**src/hdl/mvap_pkg.sv**
```systemverilog
`timescale 1ns / 1ps
// shared types, constants and the crc-16/mcrf4xx byte fold for the attitude frame parser
// no dependencies
package mvap_pkg;

    localparam logic [7:0]  SYNC_BYTE       = 8'hFE;
    localparam logic [7:0]  WANTED_ID_RESET = 8'd30;
    localparam logic [7:0]  CRC_EXTRA_RESET = 8'd39;
    localparam logic [15:0] CRC_INIT        = 16'hFFFF;

    // register indexes, taken from paddr[2]
    localparam logic REG_WANTED_ID = 1'b0;
    localparam logic REG_CRC_EXTRA = 1'b1;

    typedef enum logic [8:0] {
        PH_HUNT    = 9'b000000001,
        PH_LEN     = 9'b000000010,
        PH_SEQ     = 9'b000000100,
        PH_SYS     = 9'b000001000,
        PH_COMP    = 9'b000010000,
        PH_MSG     = 9'b000100000,
        PH_PAYLOAD = 9'b001000000,
        PH_CRCLO   = 9'b010000000,
        PH_CRCHI   = 9'b100000000
    } t_phase;

    typedef struct packed {
        logic [7:0] wanted_message_id;
        logic [7:0] crc_extra_byte;
    } t_cfg;

    typedef struct packed {
        logic        crc_ok;
        logic [31:0] roll_bits;
        logic [31:0] pitch_bits;
    } t_att_result;

    // one byte through the reflected 0x1021 crc
    function automatic logic [15:0] crc_fold(input logic [15:0] crc, input logic [7:0] b);
        logic [7:0] t;
        t = b ^ crc[7:0];
        t = t ^ {t[3:0], 4'b0000};
        return {8'h00, crc[15:8]} ^ {t, 8'h00} ^ {5'b00000, t, 3'b000}
               ^ {12'h000, t[7:4]};
    endfunction

endpackage

```
**src/hdl/mvap_intf.sv**
```systemverilog
`timescale 1ns / 1ps
// valid/ready channel interfaces: received bytes in, attitude results out
// no dependencies
interface mvap_byte_if;
    logic       valid;
    logic       ready;
    logic [7:0] rx_byte;

    modport source (output valid, output rx_byte, input ready);
    modport sink   (input valid, input rx_byte, output ready);
endinterface

interface mvap_att_if;
    logic        valid;
    logic        ready;
    logic        crc_ok;
    logic [31:0] roll_bits;
    logic [31:0] pitch_bits;

    modport source (output valid, output crc_ok, output roll_bits, output pitch_bits,
                    input ready);
    modport sink   (input valid, input crc_ok, input roll_bits, input pitch_bits,
                    output ready);
endinterface

```
**src/hdl/mvap_cfg_regs.sv**
```systemverilog
`timescale 1ns / 1ps
// apb-style configuration registers: wanted message id and crc extra byte
// depends on mvap_pkg
module mvap_cfg_regs (
    input  logic              i_clk,
    input  logic              i_rst_n,
    input  logic              psel,
    input  logic              penable,
    input  logic              pwrite,
    input  logic [2:0]        paddr,
    input  logic [31:0]       pwdata,
    output logic [31:0]       prdata,
    output logic              pready,
    output mvap_pkg::t_cfg    o_cfg
);
    import mvap_pkg::*;

    t_cfg r_cfg;
    t_cfg n_cfg;
    logic w_write;

    assign w_write = psel && penable && pwrite;
    assign pready  = 1'b1;
    assign o_cfg   = r_cfg;

    always_comb begin
        n_cfg = r_cfg;
        if (w_write) begin
            unique case (paddr[2])
                REG_WANTED_ID: n_cfg.wanted_message_id = pwdata[7:0];
                REG_CRC_EXTRA: n_cfg.crc_extra_byte    = pwdata[7:0];
                default:       n_cfg = r_cfg;
            endcase
        end
    end

    always_comb begin
        unique case (paddr[2])
            REG_WANTED_ID: prdata = {24'h000000, r_cfg.wanted_message_id};
            REG_CRC_EXTRA: prdata = {24'h000000, r_cfg.crc_extra_byte};
            default:       prdata = 32'h00000000;
        endcase
    end

    always_ff @(posedge i_clk) begin
        if (!i_rst_n) begin
            r_cfg.wanted_message_id <= WANTED_ID_RESET;
            r_cfg.crc_extra_byte    <= CRC_EXTRA_RESET;
        end else begin
            r_cfg <= n_cfg;
        end
    end

endmodule

```
**src/hdl/mvap_frame_fsm.sv**
```systemverilog
`timescale 1ns / 1ps
// frame phase machine, running crc and roll/pitch capture, one byte per cycle while i_fire is high
// depends on mvap_pkg
module mvap_frame_fsm (
    input  logic                   i_clk,
    input  logic                   i_rst_n,
    input  logic                   i_fire,
    input  logic [7:0]             i_byte,
    input  mvap_pkg::t_cfg         i_cfg,
    output logic                   o_res_valid,
    output mvap_pkg::t_att_result  o_res
);
    import mvap_pkg::*;

    t_phase      r_phase, n_phase;
    logic [7:0]  r_len, n_len;
    logic [7:0]  r_idx, n_idx;
    logic        r_match, n_match;
    logic [15:0] r_crc, n_crc;
    logic [7:0]  r_lo, n_lo;
    logic [31:0] r_roll, n_roll;
    logic [31:0] r_pitch, n_pitch;

    logic [15:0] w_crc_b;
    logic [15:0] w_crc_bx;
    logic [7:0]  w_idx_inc;
    logic        w_ok;

    assign w_crc_b   = crc_fold(r_crc, i_byte);
    assign w_crc_bx  = crc_fold(w_crc_b, i_cfg.crc_extra_byte);
    assign w_idx_inc = r_idx + 8'd1;
    assign w_ok      = ({i_byte, r_lo} == r_crc);

    always_comb begin
        n_phase = r_phase;
        n_len   = r_len;
        n_idx   = r_idx;
        n_match = r_match;
        n_crc   = r_crc;
        n_lo    = r_lo;
        n_roll  = r_roll;
        n_pitch = r_pitch;
        o_res_valid      = 1'b0;
        o_res.crc_ok     = w_ok;
        o_res.roll_bits  = w_ok ? r_roll  : 32'h00000000;
        o_res.pitch_bits = w_ok ? r_pitch : 32'h00000000;
        if (i_fire) begin
            unique case (r_phase)
                PH_HUNT: begin
                    if (i_byte == SYNC_BYTE) begin
                        n_crc   = CRC_INIT;
                        n_roll  = 32'h00000000;
                        n_pitch = 32'h00000000;
                        n_idx   = 8'd0;
                        n_phase = PH_LEN;
                    end
                end
                PH_LEN: begin
                    n_len   = i_byte;
                    n_crc   = w_crc_b;
                    n_phase = PH_SEQ;
                end
                PH_SEQ: begin
                    n_crc   = w_crc_b;
                    n_phase = PH_SYS;
                end
                PH_SYS: begin
                    n_crc   = w_crc_b;
                    n_phase = PH_COMP;
                end
                PH_COMP: begin
                    n_crc   = w_crc_b;
                    n_phase = PH_MSG;
                end
                PH_MSG: begin
                    n_match = (i_byte == i_cfg.wanted_message_id);
                    n_idx   = 8'd0;
                    // empty payload: extra byte goes in right after the id
                    if (r_len == 8'd0) begin
                        n_crc   = w_crc_bx;
                        n_phase = PH_CRCLO;
                    end else begin
                        n_crc   = w_crc_b;
                        n_phase = PH_PAYLOAD;
                    end
                end
                PH_PAYLOAD: begin
                    // bytes 4..7 are roll, 8..11 pitch, little-endian
                    if (r_idx[7:4] == 4'd0 && r_idx[3:2] == 2'd1) begin
                        n_roll[{r_idx[1:0], 3'b000} +: 8] =
                            r_roll[{r_idx[1:0], 3'b000} +: 8] | i_byte;
                    end else if (r_idx[7:4] == 4'd0 && r_idx[3:2] == 2'd2) begin
                        n_pitch[{r_idx[1:0], 3'b000} +: 8] =
                            r_pitch[{r_idx[1:0], 3'b000} +: 8] | i_byte;
                    end
                    n_idx = w_idx_inc;
                    if (w_idx_inc == r_len) begin
                        n_crc   = w_crc_bx;
                        n_phase = PH_CRCLO;
                    end else begin
                        n_crc   = w_crc_b;
                    end
                end
                PH_CRCLO: begin
                    n_lo    = i_byte;
                    n_phase = PH_CRCHI;
                end
                PH_CRCHI: begin
                    o_res_valid = r_match;
                    n_phase     = PH_HUNT;
                end
                default: n_phase = PH_HUNT;
            endcase
        end
    end

    always_ff @(posedge i_clk) begin
        if (!i_rst_n) begin
            r_phase <= PH_HUNT;
            r_len   <= 8'd0;
            r_idx   <= 8'd0;
            r_match <= 1'b0;
            r_crc   <= CRC_INIT;
            r_lo    <= 8'd0;
            r_roll  <= 32'h00000000;
            r_pitch <= 32'h00000000;
        end else begin
            r_phase <= n_phase;
            r_len   <= n_len;
            r_idx   <= n_idx;
            r_match <= n_match;
            r_crc   <= n_crc;
            r_lo    <= n_lo;
            r_roll  <= n_roll;
            r_pitch <= n_pitch;
        end
    end

    a_hi_back_to_hunt: assert property (@(posedge i_clk) disable iff (!i_rst_n)
        (i_fire && r_phase == PH_CRCHI) |=> (r_phase == PH_HUNT))
        else $error("phase did not return to hunt after checksum high byte");

    a_sync_clears: assert property (@(posedge i_clk) disable iff (!i_rst_n)
        (i_fire && r_phase == PH_HUNT && i_byte == SYNC_BYTE)
        |=> (r_crc == CRC_INIT && r_roll == 32'h0 && r_pitch == 32'h0))
        else $error("sync did not restart crc and captures");

    a_result_only_at_hi: assert property (@(posedge i_clk) disable iff (!i_rst_n)
        o_res_valid |=> (r_phase == PH_HUNT && $stable(r_crc)))
        else $error("result issued outside checksum high byte");

endmodule

```
**src/hdl/mvap_out_stage.sv**
```systemverilog
`timescale 1ns / 1ps
// result register with one skid entry toward the output channel
// depends on mvap_pkg and mvap_intf
module mvap_out_stage (
    input  logic                   i_clk,
    input  logic                   i_rst_n,
    input  logic                   i_res_valid,
    input  mvap_pkg::t_att_result  i_res,
    output logic                   o_in_ready,
    mvap_att_if.source             out_ch
);
    import mvap_pkg::*;

    logic        r_main_v, n_main_v;
    logic        r_skid_v, n_skid_v;
    t_att_result r_main, n_main;
    t_att_result r_skid, n_skid;
    logic        w_drain;

    assign w_drain           = r_main_v && out_ch.ready;
    assign o_in_ready        = !r_skid_v;
    assign out_ch.valid      = r_main_v;
    assign out_ch.crc_ok     = r_main.crc_ok;
    assign out_ch.roll_bits  = r_main.roll_bits;
    assign out_ch.pitch_bits = r_main.pitch_bits;

    always_comb begin
        n_main_v = r_main_v;
        n_skid_v = r_skid_v;
        n_main   = r_main;
        n_skid   = r_skid;
        priority if (r_skid_v) begin
            if (w_drain) begin
                n_main   = r_skid;
                n_skid_v = 1'b0;
            end
        end else if (r_main_v && !w_drain) begin
            if (i_res_valid) begin
                n_skid   = i_res;
                n_skid_v = 1'b1;
            end
        end else begin
            n_main_v = i_res_valid;
            if (i_res_valid) begin
                n_main = i_res;
            end
        end
    end

    always_ff @(posedge i_clk) begin
        if (!i_rst_n) begin
            r_main_v <= 1'b0;
            r_skid_v <= 1'b0;
        end else begin
            r_main_v <= n_main_v;
            r_skid_v <= n_skid_v;
        end
        r_main <= n_main;
        r_skid <= n_skid;
    end

    a_skid_needs_main: assert property (@(posedge i_clk) disable iff (!i_rst_n)
        r_skid_v |-> r_main_v)
        else $error("skid entry held while output register empty");

    a_skid_holds: assert property (@(posedge i_clk) disable iff (!i_rst_n)
        (r_skid_v && !out_ch.ready) |=> (r_skid_v && $stable(r_skid)))
        else $error("skid entry lost while output stalled");

    a_skid_moves_up: assert property (@(posedge i_clk) disable iff (!i_rst_n)
        (r_skid_v && out_ch.ready) |=> (r_main_v && !r_skid_v && r_main == $past(r_skid)))
        else $error("skid entry not moved into output register");

endmodule

```
**src/hdl/mavlink_v1_attitude_frame_parser.sv**
```systemverilog
`timescale 1ns / 1ps
// top level of the mavlink v1 attitude frame parser
// depends on mvap_pkg, mvap_intf, mvap_cfg_regs, mvap_frame_fsm, mvap_out_stage
//
// usage:
//   in_ch carries one received byte per transaction; out_ch carries one result
//   (crc_ok, roll_bits, pitch_bits) for each frame whose id matches the
//   wanted id register, issued on the checksum high byte
//   frames with other ids are skipped by their length byte with no result
//   a failed checksum gives crc_ok low with roll and pitch zero
// config: apb-style, register 0 wanted message id at 0x0, register 1 crc extra
//   byte at 0x4; write only while idle; pready always high
// result: registered into the output register, or into the skid entry while that
//   register is held, on the checksum high byte transaction
// throughput: one byte per cycle while in_ch.ready is high; the only loop is the per-byte
//   crc fold and phase step, computed combinationally from the registered state
// stall: the output register plus one skid entry keep bytes flowing while a
//   result waits; in_ch.ready drops only when both hold results
// reset: i_rst_n synchronous active low; hunt for sync, registers to 30 and 39,
//   both output entries empty
module mavlink_v1_attitude_frame_parser (
    input  logic        i_clk,
    input  logic        i_rst_n,
    mvap_byte_if.sink   in_ch,
    mvap_att_if.source  out_ch,
    input  logic        psel,
    input  logic        penable,
    input  logic        pwrite,
    input  logic [2:0]  paddr,
    input  logic [31:0] pwdata,
    output logic [31:0] prdata,
    output logic        pready
);
    import mvap_pkg::*;

    t_cfg        w_cfg;
    logic        w_fire;
    logic        w_res_valid;
    t_att_result w_res;
    logic        w_in_ready;

    // a byte transaction completes on valid and ready together
    assign in_ch.ready = w_in_ready;
    assign w_fire      = in_ch.valid && w_in_ready;

    // configuration registers
    mvap_cfg_regs u_cfg (
        .i_clk   (i_clk),
        .i_rst_n (i_rst_n),
        .psel    (psel),
        .penable (penable),
        .pwrite  (pwrite),
        .paddr   (paddr),
        .pwdata  (pwdata),
        .prdata  (prdata),
        .pready  (pready),
        .o_cfg   (w_cfg)
    );

    // phase machine, crc and capture: one byte per cycle while in_ch.ready is high
    mvap_frame_fsm u_fsm (
        .i_clk       (i_clk),
        .i_rst_n     (i_rst_n),
        .i_fire      (w_fire),
        .i_byte      (in_ch.rx_byte),
        .i_cfg       (w_cfg),
        .o_res_valid (w_res_valid),
        .o_res       (w_res)
    );

    // result register and skid entry
    mvap_out_stage u_out (
        .i_clk       (i_clk),
        .i_rst_n     (i_rst_n),
        .i_res_valid (w_res_valid),
        .i_res       (w_res),
        .o_in_ready  (w_in_ready),
        .out_ch      (out_ch)
    );

endmodule
```
**src/flat_wrapper.sv**
```systemverilog
// flat-port wrapper written by rule: the top's interface ports become plain ports
module mavlink_v1_attitude_frame_parser_flat import mvap_pkg::*;
  (i_clk, i_rst_n, psel, penable, pwrite, paddr, pwdata, prdata, pready, in_ch_valid, in_ch_rx_byte, in_ch_ready, out_ch_valid, out_ch_crc_ok, out_ch_roll_bits, out_ch_pitch_bits, out_ch_ready);
  mvap_byte_if in_ch_i ();
  mvap_att_if out_ch_i ();
  input  logic i_clk;
  input  logic i_rst_n;
  input  logic psel;
  input  logic penable;
  input  logic pwrite;
  input  logic [2:0] paddr;
  input  logic [31:0] pwdata;
  output logic [31:0] prdata;
  output logic pready;
  input wire logic [$bits(in_ch_i.valid)-1:0] in_ch_valid;
  input wire logic [$bits(in_ch_i.rx_byte)-1:0] in_ch_rx_byte;
  output wire logic [$bits(in_ch_i.ready)-1:0] in_ch_ready;
  output wire logic [$bits(out_ch_i.valid)-1:0] out_ch_valid;
  output wire logic [$bits(out_ch_i.crc_ok)-1:0] out_ch_crc_ok;
  output wire logic [$bits(out_ch_i.roll_bits)-1:0] out_ch_roll_bits;
  output wire logic [$bits(out_ch_i.pitch_bits)-1:0] out_ch_pitch_bits;
  input wire logic [$bits(out_ch_i.ready)-1:0] out_ch_ready;
  assign in_ch_i.valid = in_ch_valid;
  assign in_ch_i.rx_byte = in_ch_rx_byte;
  assign in_ch_ready = in_ch_i.ready;
  assign out_ch_valid = out_ch_i.valid;
  assign out_ch_crc_ok = out_ch_i.crc_ok;
  assign out_ch_roll_bits = out_ch_i.roll_bits;
  assign out_ch_pitch_bits = out_ch_i.pitch_bits;
  assign out_ch_i.ready = out_ch_ready;
  mavlink_v1_attitude_frame_parser u_core (.i_clk(i_clk), .i_rst_n(i_rst_n), .in_ch(in_ch_i), .out_ch(out_ch_i), .psel(psel), .penable(penable), .pwrite(pwrite), .paddr(paddr), .pwdata(pwdata), .prdata(prdata), .pready(pready));
endmodule
```
**config.mk**
```make
export PLATFORM = sky130hd
export DESIGN_NAME = mavlink_v1_attitude_frame_parser_flat
export DESIGN_NICKNAME = d
export VERILOG_FILES = /design/src/hdl/mvap_pkg.sv /design/src/hdl/mvap_intf.sv /design/src/hdl/mvap_cfg_regs.sv /design/src/hdl/mvap_frame_fsm.sv /design/src/hdl/mvap_out_stage.sv /design/src/hdl/mavlink_v1_attitude_frame_parser.sv /design/src/flat_wrapper.sv
export SDC_FILE = /design/constraint.sdc
export NUM_CORES = 1
export LEC_CHECK = 0
export ABC_AREA = 1
export BUFFER_PORTS_ARGS = -buffer_cell sky130_fd_sc_hd__buf_2
export CAP_MARGIN = 30
export CELL_PAD_IN_SITES_DETAIL_PLACEMENT = 1
export CELL_PAD_IN_SITES_GLOBAL_PLACEMENT = 2
export CORE_MARGIN = 1
export CORE_UTILIZATION = 37
export DETAILED_ROUTE_END_ITERATION = 10
export GPL_TIMING_DRIVEN = 0
export PLACE_DENSITY = 0.95
export SYNTH_ARGS = -nofsm -noshare
export SYNTH_HDL_FRONTEND = slang
export SYNTH_SLANG_ARGS = --single-unit
```
**constraint.sdc**
```tcl
create_clock -name i_clk -period 8.9 [get_ports i_clk]
set_input_delay 0.445 -clock i_clk [delete_from_list [all_inputs] [get_ports i_clk]]
set_output_delay 0.445 -clock i_clk [all_outputs]
set_load 0.05 [all_outputs]
```
Word level (Yosys, flattened, before mapping). Index checks and enable logic that the tools add are counted.

Bits in registers: 262. Input port bits: 50. Word-level logic and storage cells: 122. Output and inout bits: 100.

Shift-type cells: 5. Reductions and logical operators: 29. Bitwise logic cells: 15. Add/subtract/negate cells: 2. Muxes and demuxes: 31. Equality and inequality tests: 22.

Operators by type and width (number): 65-bit two-way mux (4); 32-bit two-way mux (6); 32-bit case mux with 2 select lines (3); 9-bit case mux with 8 select lines (1); 32-bit bitwise mux (2); 16-bit case mux with 4 select lines (1); 32-bit by 6-bit variable part select with 8-bit output (2); 8-bit by 7-bit variable part select with 32-bit output (2); 16-bit two-way mux (3); 8-bit by 7-bit variable shift with 32-bit output (first input constant) (1); 16-bit by 11-bit bitwise XOR with 16-bit output (2); 16-bit by 4-bit bitwise XOR with 16-bit output (2); 8-bit by 16-bit bitwise XOR with 16-bit output (2); 8-bit bitwise XOR (4); 8-bit case mux with 3 select lines (1); 9-bit two-way mux (2); 16-bit == test (1); 8-bit == test (2); 8-bit two-way mux (2); 8-bit OR (2); 3-bit AND reduction (5); 2-bit != test (second input constant) (6); 2-bit AND reduction (6); 9-bit by 1-bit == test with 1-bit output (second input constant) (1); 26 further kinds (41).

Longest topological paths before layout. Gate-level depths: netlist of the first run.

Depth in word-level cells: 12. Depth in mapped cells: 18. Gate-level depth less buffers: 17.

Cells and area by module. A second synthesis of the first run with hierarchy kept.

Cells, all modules: 1842. Area total of the unflattened synthesis: 13579.3 um^2.

By module, submodules not included: mvap_frame_fsm (seq. area each 2282.2 um^2, area an instance 7776.2 um^2, cells an instance 1337, instances 1); mvap_out_stage (seq. area each 3943.8 um^2, area an instance 4864.7 um^2, cells an instance 361, instances 1); mvap_cfg_regs (seq. area each 320.3 um^2, area an instance 930.9 um^2, cells an instance 142, instances 1); mavlink_v1_attitude_frame_parser (seq. area each 0.0 um^2, area an instance 7.5 um^2, cells an instance 2, instances 1).

Worst setup path before layout of the first run. OpenSTA, ideal clock, no wires.

Kind: reg2reg. Start: register u_core.u_out.r_skid_v. End: register u_core.u_out.r_main (netlist bit u_core.u_out.out_ch.crc_ok), enable pin. Library setup time: 578 ps. Data required time: 8322 ps. Path slack: 2806 ps. Stages on the path, launching flop included: 7. Period minus slack after synthesis: 6094 ps. Arrival: 5516 ps. Cell sequence: dfxtp_1 > clkbuf_1 > inv_1 > nand2_1 > nor3_1 > nand3_1 > o21ai_0.

Cells in the longest elaborated chain, start to end: 5. Elaborated cells between the ends (all ways): 7. Those cells by class: eq/ne: 2; mux: 1; reduce/logical: 4.

Ends and longest elaborated chain: from (decl) (RTL line mvap_out_stage.sv:15) `logic r_skid_v, n_skid_v;`; from (signal assigned) (RTL line mvap_out_stage.sv:56) `r_skid_v <= n_skid_v;`; 1-bit zero test (RTL line mvap_out_stage.sv:21) `assign o_in_ready = !r_skid_v;`; 1-bit logical AND (RTL line mavlink_v1_attitude_frame_parser.sv:44) `assign w_fire = in_ch.valid && w_in_ready;`; 1-bit two-way mux (RTL line mvap_frame_fsm.sv:47) `if (i_fire) begin`; 2-bit nonzero test (no line); 3-bit AND reduction (no line) *; to (signal assigned) (RTL line mvap_out_stage.sv:58) `r_main <= n_main;`; to (decl) (RTL line mvap_out_stage.sv:16) `t_att_result r_main, n_main;`.

Mark *: on every way between the ends. The rest lies on a longest branch, timed or not. A chain may end at the register's enable or synchronous reset.

Worst setup path after layout of the first run.
Start: register u_core.u_fsm.r_idx[1]. End: register u_core.u_fsm.r_crc[4].

Cells in the longest elaborated chain, start to end: 4.

Ends and longest elaborated chain: from (decl) (RTL line mvap_frame_fsm.sv:17) `logic [7:0] r_idx, n_idx;`; from (signal assigned) (RTL line mvap_frame_fsm.sv:130) `r_idx <= n_idx;`; 8-bit by 1-bit adder with 8-bit output (RTL line mvap_frame_fsm.sv:31) `assign w_idx_inc = r_idx + 8'd1;`; 8-bit == test (RTL line mvap_frame_fsm.sv:97) `if (w_idx_inc == r_len) begin`; 16-bit two-way mux (RTL line mvap_frame_fsm.sv:97); 16-bit case mux with 4 select lines (RTL line mvap_frame_fsm.sv:48) `unique case (r_phase)`; to (signal assigned) (RTL line mvap_frame_fsm.sv:132) `r_crc <= n_crc;`; to (decl) (RTL line mvap_frame_fsm.sv:19) `logic [15:0] r_crc, n_crc;`.

No other way between the ends.

==> results.toml, run 1 <==
[job]
maxCapViolCount = 0

[critical_path]
cp.required_ns = 9.34
startpoint_type = "register"
crit_top_cell = "nand2_1"
worstPathMaxFanout = 12
critPathCaptureType = "register"
slowest_stage = "dfxtp_1"
cp_cell_sequence = "buf_2 > clkinv_1 > buf_1 > ha_1 > clkbuf_1 > xnor2_1 > nand2_1 > nor2_1 > nand2_1 > nor2_1 > nand3_1 > nand2_1 > nand2_1 > buf_2 > nand2_1 > nand3_1 > nand2_1 > nand2_1"
worst-endpoint-arrival_ns = 4.25
cpPeakStageDelay_ns = 0.38
r2r_slack_ns = 5.09
path_class = "reg2reg"

[routing]
vias_per_cell = 5.06
dr.pass1.iters = 5
wl_met3_mm = 1.65
drcViolationCount = 0
wl_per_cell_um = 17.9
wl_met2_mm = 21.2
drt_iter0_drc = 732
wirelength_mm = 41.9
dr_total_vias = 11900
ant_nets = 0
dr.max_layer_used = "met4"
wl_met1_mm = 18.1

[grt]
grt_pass1_vias = 12300
grt.overflow.total = 0
grtUsageTotal = 0.233
grt_max_degree = 34
grt_pass1_wl_mm = 66.4
antenna_found_initial = 0

[clock_network]
post_cts_resized = 0
cts_inserted_buffers = 29
cts_setup_buffers = 0
tritoncts = "done"
clk_path_buf_depth = 3
ctsHoldBuffers = 0
root_buffer = "clkbuf_16"
clk_pin_slew_ns = 0.07
clk_latency_ns = 0.55
cts.sinks = 262
htreeDepth = 1

[timing]
worstMarginPinSlew_ns = 0.803
rsz0062_at_grt = "false"
fin_crit_sh = 0.428
slew_headroom = 0.465
tns_ns = 0
final_max_slew_viol_count = 0
hold_violations = 0
fmax_mhz = 263
setup_violations = 0
fin_crit_ns = 3.81
skew_ns = 0.0101

[finish]
final_layout_size_suffix_gt1_frac = 0.118
syn_to_final_growth_pct = 17.1
fill_cells = 4343
fin_nets = 1928
diodes = 0
utilization = 0.443

[synthesis]
yosysTopAreaCellShare = 0.296
synth_edf_count = 130
synthCells = 1721
avgSynthCellArea_um2 = 7.66
synth-seq-cells = 262
yosys-top-cells-area = "edfxtp_1, dfxtp_1, nand2_1, nor2_1, a21oi_1"
synth_ff_type = "dfxtp_1"
ys_types = 39
post-synth-top-count-cell = "nand2_1"
ys_async_sr_fraction = 0
yosys_warnings = 0
syn-cell-area_mm2 = 0.0132
ys_seq_area_frac = 0.497
synth_area_leader_cell = "edfxtp_1"
synth_common_cells = "nand2_1, nor2_1, inv_1, a21oi_1, dfxtp_1"

[floorplan]
num_io_pins = 150
start_util = 0.379
core-area_mm2 = 0.0348
die_area_mm2 = 0.0364
dieHeight_um = 191
die_x_um = 191
rows = 68

[power]
p_per_area_mw_per_mm2 = 293
leakage_nw = 6.33
peakVddDrop_mv = 0.144

[place]
dp_hpwl_mm = 32.3
place.gp.congestion = 0.965
portBuffers = 90

[outcome]
status = "finished clean"

[min_path]
hp-class = "in2reg"
-- state kept, by name, summed over array words and instances (netlist names), 8 cells and up --
signal and count:
u_core.u_cfg.o_cfg 16, u_core.u_fsm.r_crc 16, u_core.u_fsm.r_idx 8, u_core.u_fsm.r_len 8, u_core.u_fsm.r_lo 8, u_core.u_fsm.r_phase 9
u_core.u_fsm.r_pitch 32, u_core.u_fsm.r_roll 32, u_core.u_out.out_ch.pitch_bits 32, u_core.u_out.out_ch.roll_bits 32, u_core.u_out.r_skid 65
-- worst paths after layout --
kind	start	end	depth (start not counted)
worst max-delay path	u_core.u_fsm.r_idx[1]	u_core.u_fsm.r_crc[4]	18
worst min-delay path	pwdata[3]	u_core.u_cfg.o_cfg[11]	3
worst max register to register	u_core.u_fsm.r_idx[1]	u_core.u_fsm.r_crc[4]	18
worst min register to register	u_core.u_fsm.r_lo[5]	u_core.u_fsm.r_lo[5]	2
-- metal layers --
metal,track usage,up-vias
li1,-,5867
met1,0.288,5708
met2,0.423,250
met3,0.0315,63
met4,0.0588,0
met5,0,-
-- where the power goes --
| part | internal [W] | leakage [nW] | total, W | switching [W] |
|---|---|---|---|---|
| combinational | 0.000469 | 3.52 | 0.00162 | 0.00115 |
| clock | 0.000796 | 0.484 | 0.00131 | 0.000509 |
| sequential | 0.00145 | 2.33 | 0.00159 | 0.000140 |
| total | 0.00272 | 6.33 | 0.00452 | 0.00180 |
-- kinds of logic after synthesis --
logic type                 count (synthesis)  synth area share
DFF                                      262             0.497
AOI/OAI and AO/OA                        298             0.122
buffers and inverters                    281            0.0922
and+or+nand+nor                          847             0.265
other                                      2          0.000570
adders and majority gates                  6           0.00570
xor gates and xnor gates                  25            0.0177
-- placed cells by master, fill, tap and decap left out, drive strengths merged --
cell type,count
or2,4
a21oi,143
edfxtp,130
nor4,4
xnor3,1
nand3,92
nor2,197
a31oi,4
o21a,1
xnor2,7
conb,25
ha,6
clkinvlp,5
buf,161
o211ai,1
nor3,13
nand3b,1
bufinv,6
nand2,503
inv,172
a211oi,25
clkbuf,80
xor2,17
o21ai,124
nand4,33
clkinv,7
dfxtp,132
-- stage by stage --
step | total power [W] | cell area [um^2] | instances | hold slack, ns | setup slack [ns]
2_1_floorplan | 0.00272 | 13300 | 1744 | 0.436 | 2.81
3_3_place_gp | 0.00317 | 14300 | 2289 | 0.446 | 0.474
3_5_place_dp | 0.00321 | 14400 | 2296 | 0.462 | 5.16
4_1_cts | 0.00453 | 15400 | 2349 | 0.112 | 5.14
5_1_grt | 0.00480 | 15400 | 2349 | 0.132 | 4.78
6_report | 0.00452 | 15400 | 2349 | 0.136 | 5.09
-- layout make-up --
| class | instances | area, um^2 | area share |
|---|---|---|---|
| buffer | 107 | 559 | 0.0363 |
| inverter | 174 | 656 | 0.0425 |
| clock buffer | 37 | 786 | 0.0509 |
| tap | 455 | 569 | 0.0369 |
| multi-input combinational | 1201 | 5520 | 0.358 |
| clock inverter | 16 | 243 | 0.0157 |
| sequential | 262 | 6550 | 0.424 |
| timing repair buffer | 97 | 547 | 0.0355 |
-- critical path: cells and delay by family (launching register included) --
kind	cells	cell delay, ns
fa+ha+maj	1	0.38
xor+xnor	1	0.17
flops	1	0.38
simple gates	11	1.23
buf+inv	5	1.53
No activity file was read; power rests on OpenSTA's default activity.
==> inputs of run 2 (changes only) <==
--- a/config.mk
+++ b/config.mk
@@ -11,10 +11,10 @@
 export CELL_PAD_IN_SITES_DETAIL_PLACEMENT = 1
 export CELL_PAD_IN_SITES_GLOBAL_PLACEMENT = 2
 export CORE_MARGIN = 1
-export CORE_UTILIZATION = 37
+export CORE_UTILIZATION = 34
 export DETAILED_ROUTE_END_ITERATION = 10
 export GPL_TIMING_DRIVEN = 0
-export PLACE_DENSITY = 0.95
+export PLACE_DENSITY = 0.9
 export SYNTH_ARGS = -nofsm -noshare
 export SYNTH_HDL_FRONTEND = slang
 export SYNTH_SLANG_ARGS = --single-unit
==> constraint.sdc (replaced) <==
create_clock -name i_clk -period 3.7 [get_ports i_clk]
set_input_delay 0.185 -clock i_clk [delete_from_list [all_inputs] [get_ports i_clk]]
set_output_delay 0.185 -clock i_clk [all_outputs]
set_load 0.05 [all_outputs]
==> run 2 against run 1 <==
Compared with the run above: hold slack worse by 0.089 ns; cell area increased by 0.39%; non-clock buffer count is 6 higher; maximum frequency is 13% higher; die area is 8.7% higher; final cell count increased by 2.6%; via count fell by 0.14%; combinational power increased by 140%; critical path depth decreased by 1; largest cell class unchanged.
==> results.toml, run 2 (same netlist as run 1, synthesis figures left out) <==
[timing]
tns_ns = 0
final_max_slew_viol_count = 0
skew_ns = 0.0115
fin_crit_sh = 0.910
slew_headroom = 0.427
setup_violations = 0
fmax_mhz = 297
worstMarginPinSlew_ns = 0.859
hold_violations = 0
fin_crit_ns = 3.37
whs_ns = 0.0470
rsz0062_at_grt = "false"

[critical_path]
reg2reg_depth = 17
r2r-end = "u_core.u_fsm.r_crc[4]"
cpPeakStageDelay_ns = 0.48
critical_path_depth = 17
worst-endpoint-arrival_ns = 3.81
worstReg2RegStart = "u_core.u_fsm.r_idx[1]"
r2r_slack_ns = 0.33
cp_top_family = "simple AND/OR/NAND/NOR gates"
startpoint_type = "register"
crit_top_cell = "nand2_1"
path_class = "reg2reg"
worstPathMaxFanout = 12
cp_num_buf_inv = 4
cp_cell_sequence = "buf_2 > clkinvlp_4 > buf_2 > ha_2 > xnor2_1 > nand2_1 > nor2_1 > nand2_1 > nor2_1 > nand3_1 > nand2_1 > nand2_1 > buf_2 > nand2_1 > nand3_1 > nand2_1 > nand2_1"
slowest_stage = "ha_2"
cp.required_ns = 4.14
worstSetupEndpoint = "u_core.u_fsm.r_crc[4]"
crit_path_start = "u_core.u_fsm.r_idx[1]"
critPathCaptureType = "register"

[finish]
fill_cells = 4726
syn_to_final_growth_pct = 17.5
mostFrequentLayoutCell = "nand2_1"
largest_reg_flops = 65
regMostFlops = "u_core.u_out.r_skid"
mostFrequentLayoutCells = "nand2_1, nor2_1, inv_1"
diodes = 0
seqCellArea_mm2 = 0.00655
final_layout_size_suffix_gt1_frac = 0.115
multi_input_area_mm2 = 0.00553
fin_cells = 2411
fin_nets = 1934

[power]
p_total_w = 0.0106
pwr-share-clk = 0.269
p_per_area_mw_per_mm2 = 685
leakage_nw = 6.33
p_switching_w = 0.00429
comb_power_share = 0.370
p_seq_frac = 0.361
swShare = 0.405
peakVddDrop_mv = 0.347
p_int_w = 0.00631

[grt]
grtUsageTotal = 0.218
grt_pass1_vias = 12300
antenna_found_initial = 0
grt_pass1_wl_mm = 67.4
grt.overflow.total = 0
grt_max_degree = 34

[routing]
wirelength_mm = 42.7
wl_per_cell_um = 17.7
ant_nets = 0
vias_per_cell = 4.92
dr_total_vias = 11900
drcViolationCount = 0
drt_iter0_drc = 581
dr.pass1.iters = 5

[clock_network]
tritoncts = "done"
cts_setup_buffers = 0
cts_inserted_buffers = 29
htreeDepth = 1
clk_path_buf_depth = 3
cts.sinks = 262
root_buffer = "clkbuf_16"
clk_latency_ns = 0.55
clk_pin_slew_ns = 0.06

[floorplan]
num_io_pins = 150
dieHeight_um = 199
start_util = 0.347
rows = 71
die_area_mm2 = 0.0395
die_x_um = 199
core-area_mm2 = 0.0379

[place]
dp.cells = 2350
place.gp.congestion = 0.929
dp_hpwl_mm = 33.1
portBuffers = 90

[outcome]
status = "finished clean"

[job]
maxCapViolCount = 0

[min_path]
hp-class = "in2reg"
run 2: cell type report:
| type | instances | area share |
|---|---|---|
| flip-flops and latches | 262 | 0.423 |
| well taps | 511 | 0.0413 |
| inverters | 174 | 0.0426 |
| clock inverters | 12 | 0.00881 |
| multi-input cells | 1201 | 0.357 |
| clock buffers | 41 | 0.0504 |
| plain buffers | 106 | 0.0360 |
| repair buffers | 104 | 0.0412 |
run 2: worst min-delay path by stage:
| stage | startpoint | end | slack (ns) | cells past startpoint |
|---|---|---|---|---|
| global route | in_ch_rx_byte[0] | u_core.u_fsm.r_len[0] | 0.06 | 3 |
| global placement | pwdata[0] | u_core.u_cfg.o_cfg[0] | 0.43 | 3 |
| finish | paddr[2] | u_core.u_cfg.o_cfg[9] | 0.05 | 4 |
| CTS | paddr[2] | u_core.u_cfg.o_cfg[9] | 0.02 | 4 |
| floorplan | pwdata[2] | u_core.u_cfg.o_cfg[10] | 0.31 | 2 |
| detailed placement | pwdata[4] | u_core.u_cfg.o_cfg[12] | 0.44 | 3 |
run 2: per-stage QoR:
stage | worst slack [ns] | area, um^2 | utilization
global route | 0.0336 | 15500 | 0.408
detailed placement | -0.123 | 14500 | 0.382
floorplan | 0.597 | 13300 | -
CTS | 0.0258 | 15500 | 0.408
global placement | -0.610 | 14400 | 0.379
finish | 0.332 | 15500 | 0.408
run 2: routing by layer:
layer | track usage | vias to the layer above | share of wire
met4 | 0.0541 | 0 | 0.023
met2 | 0.400 | 172 | 0.51
met3 | 0.0212 | 60 | 0.029
met5 | 0 | - | 0
met1 | 0.272 | 5741 | 0.44
li1 | - | 5898 | -
run 2: timing repair:
action / 4_1_cts / 5_1_grt
endpoints found under the hold margin: 17 / 0
endpoints found under the setup margin: 16 / 23
hold buffers: 9 / 0
gates resized for setup: 1 / 2
pin swaps: 0 / 0
run 2: power by group through the flow:
stage,combinational (W),clock (W),sequential [W]
after floorplan,0.00278,0,0.00377
after global placement,0.00378,0,0.00385
after detailed placement,0.00388,0,0.00388
after CTS,0.00392,0.00291,0.00382
after global routing,0.00441,0.00302,0.00388
final,0.00393,0.00285,0.00382
run 2: tightest hold or removal path, cell delays in order:
cell	delay, ns
buf_2	0.09
nor2_1	0.12
nand2_1	0.09
nand3_1	0.07
==> inputs of run 3 (changes only) <==
--- a/config.mk
+++ b/config.mk
@@ -10,11 +10,12 @@
 export CAP_MARGIN = 30
 export CELL_PAD_IN_SITES_DETAIL_PLACEMENT = 1
 export CELL_PAD_IN_SITES_GLOBAL_PLACEMENT = 2
+export CORE_ASPECT_RATIO = 2
 export CORE_MARGIN = 1
 export CORE_UTILIZATION = 34
 export DETAILED_ROUTE_END_ITERATION = 10
 export GPL_TIMING_DRIVEN = 0
-export PLACE_DENSITY = 0.9
+export PLACE_DENSITY_LB_ADDON = 0.1
 export SYNTH_ARGS = -nofsm -noshare
 export SYNTH_HDL_FRONTEND = slang
 export SYNTH_SLANG_ARGS = --single-unit
==> run 3 against run 2 <==
Compared with the run above: combinational power up 5%; non-clock buffer count grew 1; hold slack got worse by 0.011 ns; wire length is 15% higher; clock power is 4% lower; sequential share of layout area increased by 0.058 points; cell area is 0.14% lower.
==> results.toml, run 3 (same netlist as run 1, synthesis figures left out) <==
[timing]
skew_ns = 0.0225
fin_crit_ns = 3.48
setup_violations = 0
hold_violations = 0
rsz0062_at_grt = "false"
slew_headroom = 0.415
final_max_slew_viol_count = 0
fmax_mhz = 287
setup_slack_ns = 0.219
fin_crit_sh = 0.941
worstMarginPinSlew_ns = 0.878

[place]
dp.cells = 2356
portBuffers = 90
dp_hpwl_mm = 39.1
place.gp.congestion = 0.944
dp_slack_ns = -0.365

[critical_path]
path_class = "reg2reg"
worstPathMaxFanout = 12
critPathCaptureType = "register"
worst-endpoint-arrival_ns = 3.93
cp.required_ns = 4.15
startpoint_type = "register"

[floorplan]
rows = 101
die_x_um = 141
start_util = 0.346
core-area_mm2 = 0.0380
die_area_mm2 = 0.0396
num_io_pins = 150
dieHeight_um = 280

[finish]
mostFrequentLayoutCells = "nand2_1, nor2_1, inv_1"
fin_cells = 2411
fill_cells = 4809
final_layout_size_suffix_gt1_frac = 0.117
seqCellArea_mm2 = 0.00655
regMostFlops = "u_core.u_out.r_skid"
multi_input_area_mm2 = 0.00553
largest_reg_flops = 65
syn_to_final_growth_pct = 17.4
mostFrequentLayoutCell = "nand2_1"
diodes = 0
fin_nets = 1932

[routing]
dr_total_vias = 11800
vias_per_cell = 4.91
wirelength_mm = 48.9
drcViolationCount = 0
ant_nets = 0
wl_per_cell_um = 20.3
dr.pass1.iters = 4
drt_iter0_drc = 438

[grt]
grt_pass1_vias = 12800
antenna_found_initial = 0
grt_pass1_wl_mm = 73.9
grtUsageTotal = 0.252
grt_max_degree = 33
grt.overflow.total = 0

[power]
peakVddDrop_mv = 0.384
p_per_area_mw_per_mm2 = 692
p_total_w = 0.0107
leakage_nw = 6.32

[clock_network]
clk_pin_slew_ns = 0.07
cts.sinks = 262
cts_inserted_buffers = 26
clk_latency_ns = 0.56
htreeDepth = 1
root_buffer = "clkbuf_16"
clk_path_buf_depth = 3
tritoncts = "done"
cts_setup_buffers = 0

[job]
maxCapViolCount = 0

[min_path]
hp-class = "in2reg"

[outcome]
status = "finished clean"
run 3: cell type report:
class | instances | share of cell area
flip-flops and latches | 262 | 0.423
multi-input cells | 1201 | 0.357
clock buffers | 40 | 0.0490
repair buffers | 105 | 0.0431
inverters | 174 | 0.0426
well taps | 515 | 0.0417
plain buffers | 106 | 0.0362
clock inverters | 8 | 0.00664
run 3: layer usage:
metal | routed length [um] | up-vias | global-route usage
met2 | 28400 | 220 | 0.527
met5 | 0 | - | 0
met3 | 1010 | 125 | 0.0213
li1 | - | 5853 | -
met4 | 3410 | 0 | 0.164
met1 | 16100 | 5628 | 0.220
run 3: final timing paths:
path,start,to,slack [ns],depth (start not counted)
max reg2reg,u_core.u_fsm.r_idx[1],u_core.u_fsm.r_crc[12],0.22,17
min,out_ch_ready,u_core.u_out.out_ch.valid,0.04,4
max,u_core.u_fsm.r_idx[1],u_core.u_fsm.r_crc[12],0.22,17
min reg2reg,u_core.u_fsm.r_lo[5],u_core.u_fsm.r_lo[5],0.46,2
run 3: worst max-delay path, stage by stage, from the launching register on:
cell        delay [ns]
dfxtp_1           0.39
clkbuf_4          0.28
clkinvlp_4        0.22
buf_2             0.27
ha_2              0.50
xnor2_1           0.15
nand2_1           0.07
nor2_1            0.14
nand2_1           0.06
nor2_1            0.15
nand3_1           0.19
nand2_1           0.18
nand2_1           0.12
buf_2             0.22
nand2_1           0.09
nand3_1           0.15
nand2_1           0.14
nand2_1           0.06
run 3: where the power goes:
part / switching, W / internal (W) / total (W)
sequential: 0.000349 / 0.00349 / 0.00384
combinational: 0.00298 / 0.00114 / 0.00413
clock: 0.00117 / 0.00155 / 0.00273
total: 0.00451 / 0.00619 / 0.0107
run 3: metrics by stage:
step	hold WS (ns)	instance area [um^2]	utilization	setup TNS (ns)
after global routing	0.0629	15500	0.406	0
after floorplan	0.311	13300	-	0
after detailed placement	0.419	14500	0.382	-5.23
after global placement	0.412	14400	0.378	-122.46
final	0.0355	15500	0.406	0
after CTS	0.0149	15500	0.406	0
run 3: repair_timing:
item	4_1_cts	5_1_grt
endpoints found under the setup margin	24	13
hold buffers	8	0
endpoints found under the hold margin	15	0
gates resized for setup	2	2
gates cloned	0	0
